`src/hw/rtl/dvbp_pkg.sv`:
```
// ----------------------------------------------------------------------------
// Deepest vertex below plane: shared package
// Widths, register indexes and the types passed between the core and the
// dot-product stage.
// ----------------------------------------------------------------------------
package dvbp_pkg;

  // Coordinate and normal formats.
  localparam int unsigned COORD_W   = 32;
  localparam int unsigned NORM_FRAC = 16;
  localparam int unsigned NORM_W    = NORM_FRAC + 2;

  // Arithmetic widths of the distance path.
  localparam int unsigned DIFF_W  = COORD_W + 1;
  localparam int unsigned PROD_W  = DIFF_W + NORM_W;
  localparam int unsigned SUM_W   = PROD_W + 2;
  localparam int unsigned SHIFT_W = SUM_W - NORM_FRAC;
  localparam int unsigned DEPTH_W = COORD_W + 8;

  // Configuration port.
  localparam int unsigned CFG_IDX_W  = 3;
  localparam int unsigned CFG_DATA_W = COORD_W;

  // Stream payload widths.
  localparam int unsigned IN_DATA_W  = 3 * COORD_W;
  localparam int unsigned OUT_DATA_W = 3 * COORD_W + DEPTH_W;

  // One in the normal format, used as the y component of the reset normal.
  localparam logic signed [NORM_W-1:0] NORM_ONE = NORM_W'(1) << NORM_FRAC;

  typedef enum logic [CFG_IDX_W-1:0] {
    REG_PLANE_X = 3'd0,
    REG_PLANE_Y = 3'd1,
    REG_PLANE_Z = 3'd2,
    REG_NORM_X  = 3'd3,
    REG_NORM_Y  = 3'd4,
    REG_NORM_Z  = 3'd5
  } reg_idx_e;

  typedef struct packed {
    logic signed [COORD_W-1:0] px;
    logic signed [COORD_W-1:0] py;
    logic signed [COORD_W-1:0] pz;
    logic signed [NORM_W-1:0]  nx;
    logic signed [NORM_W-1:0]  ny;
    logic signed [NORM_W-1:0]  nz;
  } plane_t;

  // Plane after reset: point at the origin, normal along +y.
  localparam plane_t PLANE_RESET = '{px: '0, py: '0, pz: '0,
                                     nx: '0, ny: NORM_ONE, nz: '0};

  typedef struct packed {
    logic signed [COORD_W-1:0] x;
    logic signed [COORD_W-1:0] y;
    logic signed [COORD_W-1:0] z;
  } vertex_t;

  typedef struct packed {
    logic signed [PROD_W-1:0] px;
    logic signed [PROD_W-1:0] py;
    logic signed [PROD_W-1:0] pz;
  } prod_t;

endpackage

```
`src/hw/rtl/dvbp_dot.sv`:
```
// ----------------------------------------------------------------------------
// Deepest vertex below plane: per-axis products
// Forms (v - p) * n for each axis, exact, ahead of the product register.
// ----------------------------------------------------------------------------
module dvbp_dot (
  input  dvbp_pkg::plane_t  plane_i,
  input  dvbp_pkg::vertex_t vtx_i,
  output dvbp_pkg::prod_t   prod_o
);

  logic signed [dvbp_pkg::DIFF_W-1:0] diff_x;
  logic signed [dvbp_pkg::DIFF_W-1:0] diff_y;
  logic signed [dvbp_pkg::DIFF_W-1:0] diff_z;

  // Offsets from the plane point, one bit wider so they never wrap.
  assign diff_x = $signed({vtx_i.x[dvbp_pkg::COORD_W-1], vtx_i.x})
                - $signed({plane_i.px[dvbp_pkg::COORD_W-1], plane_i.px});
  assign diff_y = $signed({vtx_i.y[dvbp_pkg::COORD_W-1], vtx_i.y})
                - $signed({plane_i.py[dvbp_pkg::COORD_W-1], plane_i.py});
  assign diff_z = $signed({vtx_i.z[dvbp_pkg::COORD_W-1], vtx_i.z})
                - $signed({plane_i.pz[dvbp_pkg::COORD_W-1], plane_i.pz});

  // One signed multiplier per axis, full product width.
  always_comb begin
    prod_o.px = dvbp_pkg::PROD_W'(diff_x) * dvbp_pkg::PROD_W'(plane_i.nx);
    prod_o.py = dvbp_pkg::PROD_W'(diff_y) * dvbp_pkg::PROD_W'(plane_i.ny);
    prod_o.pz = dvbp_pkg::PROD_W'(diff_z) * dvbp_pkg::PROD_W'(plane_i.nz);
  end

endmodule

```
`config.mk`:
```
export PLATFORM = sky130hd
export DESIGN_NAME = dvbp_dot
export DESIGN_NICKNAME = d
export VERILOG_FILES = /design/src/hw/rtl/dvbp_pkg.sv /design/src/hw/rtl/dvbp_dot.sv
export SDC_FILE = /design/constraint.sdc
export NUM_CORES = 2
export LEC_CHECK = 0
export ABC_AREA = 1
export BUFFER_PORTS_ARGS = -buffer_cell sky130_fd_sc_hd__buf_2
export CORE_MARGIN = 4
export CORE_UTILIZATION = 55
export DETAILED_ROUTE_END_ITERATION = 8
export GPL_ROUTABILITY_DRIVEN = 0
export PLACE_DENSITY = 0.73
export SLEW_MARGIN = 5
export SYNTH_ARGS = -nofsm -noshare
export SYNTH_HDL_FRONTEND = slang
export SYNTH_SLANG_ARGS = --single-unit
```
`constraint.sdc`:
```
create_clock -name vclk -period 19.06
set_input_delay 0.953 -clock vclk [all_inputs]
set_output_delay 0.953 -clock vclk [all_outputs]
set_load 0.01 [all_outputs]
```
==> results.yml <==
sta:
  slew_headroom_pct: 20.4
  hold_viol: 0
  maxSlewViolCount: 0
  period_share_pct: 51.3
  setup_viol: 0
  tns_ns: 0
  rsz0062_at_grt: "no"
  tightest_slew_ns: 1.19
  min_period_ns: 9.77
  fmax_mhz: 102
synthesis:
  yosys.area.top_type: "fa_1"
  synth.top_cells.by_area: "fa_1, inv_1, nand2_1"
  synth_common_cells: "inv_1, nand2_1, fa_1"
  synth_cell_type_count: 42
  synth_top_area_share_pct: 48.0
  syn_area_um2: 71400
  synth_most_common_cell: "inv_1"
  avgSynthCellArea_um2: 7.30
  syn_nets: 12207
  synth_warnings: 0
  netlist_instances: 9786
  seq_area_frac_synth_pct: 0
cells_and_area:
  synthToLayoutAreaGrowth_pct: 4.63
  final_nets: 12400
  register_area_um2: 0
  drive_gt1_share_pct: 5.95
  multi_input_area_um2: 60200
  n_sequential_cell: 0
  n_fill_cell: 12055
  nClkBuffers: 0
route:
  wl_per_cell_um: 20.2
  antenna_left: 0
  firstDrtPassIters: 7
  viasPerCell: 5.54
  drc: 0
  routed_wl_mm: 236
  vias: 64898
  drt_iter0_markers: 5918
grt:
  use_met2_pct: 57.9
  grt_overflow: 0
  use_met3_pct: 8.42
  grt_max_degree: 34
  grt_pass1_vias: 69323
  gr-usage-met1_pct: 41.9
  grt_pass1_wl_mm: 374
  grt_usage_pct: 35.2
  grt_antenna_before_repair: 7
  busiest_layer: "met2"
floorplan:
  core_area_um2: 128000
  io_pins: 399
  dieArea_um2: 136000
  initial_utilization_pct: 55.7
  die_h_um: 368
  rows: 131
  die_x_um: 368
status:
  status: "complete, no violations"
setup_path:
  worst_ep_required_time_ns: 18.11
  crit_arrival_ns: 8.82
  worstSetupStartpointType: "primary input"
  cpMostUsedCell: "nand2_1"
  crit_type: "primary input to primary output"
  endpoint_kind: "primary output"
  cp_max_fo: 17
  cp_slowest_stage_delay_ns: 0.66
  crit_slowest_cell: "fa_1"
place:
  dp_hpwl_mm: 196
  portBuffers: 399
cts:
  cts_resized: 0
  hold_buffers: 0
  cts_setup_buffers: 0
min_path:
  hold_path_class: "primary input to primary output"
job:
  drv_cap: 0
final timing paths:
kind | start | to | slack (ns) | cells past startpoint
setup / recovery | plane_i[54] | prod_o[47] | 9.29 | 33
hold / removal | plane_i[36] | prod_o[102] | 2.66 | 4
routing by layer:
layer | wire [um] | part of all wire [%]
met2 | 108000 | 46
met1 | 82000 | 35
met4 | 18900 | 8.0
met3 | 27400 | 12
met5 | 13 | 0.0055
area by class of cell:
class	instances	area share [%]
multi-input combinational	6863	80.6
timing repair buffer	430	2.98
tap	1729	2.90
antenna	6	0.0201
inverter	2684	13.5
worst max-delay path: cells and delay by family:
family,cells,cell delay [ns]
adder cells (fa/ha/maj),9,4.34
AND/OR/NAND/NOR,17,2.79
buffers and inverters,7,0.72
kinds of logic after synthesis:
| kind of cell | share of synthesized area (%) |
|---|---|
| AND/OR/NAND/NOR | 23.6 |
| buffers and inverters | 15.7 |
| adder cells (fa/ha/maj) | 56.1 |
| AO/OA/AOI/OAI | 2.99 |
| XOR/XNOR | 1.65 |
per-stage QoR:
step	utilization, %	std cells	cell area [um2]	hold WS, ns	setup slack (ns)
2_1_floorplan	-	9786	71400	2.30	10.75
3_3_place_gp	58.3	11706	74700	2.63	9.45
3_5_place_dp	58.3	11706	74700	2.64	9.42
4_1_cts	58.3	11706	74700	2.65	9.39
5_1_grt	58.3	11712	74700	2.67	8.72
6_report	58.3	11712	74700	2.66	9.29
cells in the final DEF, fill, tap and decap left out, types with 2 or more instances in the layout:
cell type and count:
inv_1 2629, nand2_1 2474, fa_1 1710, nor2_1 1070
ha_1 465, buf_2 399, nand3_1 356, a21oi_1 245
o21ai_0 100, xor2_1 85, nand2_2 64, nand4_1 58
clkinv_1 36, nor3_1 32, o21bai_1 32, xnor2_1 32
buf_4 31, nand3_2 20, inv_2 19, or2_2 17
and3_1 16, nor2_2 16, xor2_2 11, and2_1 9
a21boi_0 9, nor2_4 9, diode_2 6, a21o_1 5
or2_1 5, nand3b_1 4, nor4_1 4, o21a_1 3
nor3_2 3, o211ai_1 2, nand2_4 2, a21oi_2 2
Power is left out: the tool's default activity adds up to more than one toggle a clock period on the data nets, which glitch-free logic cannot reach.
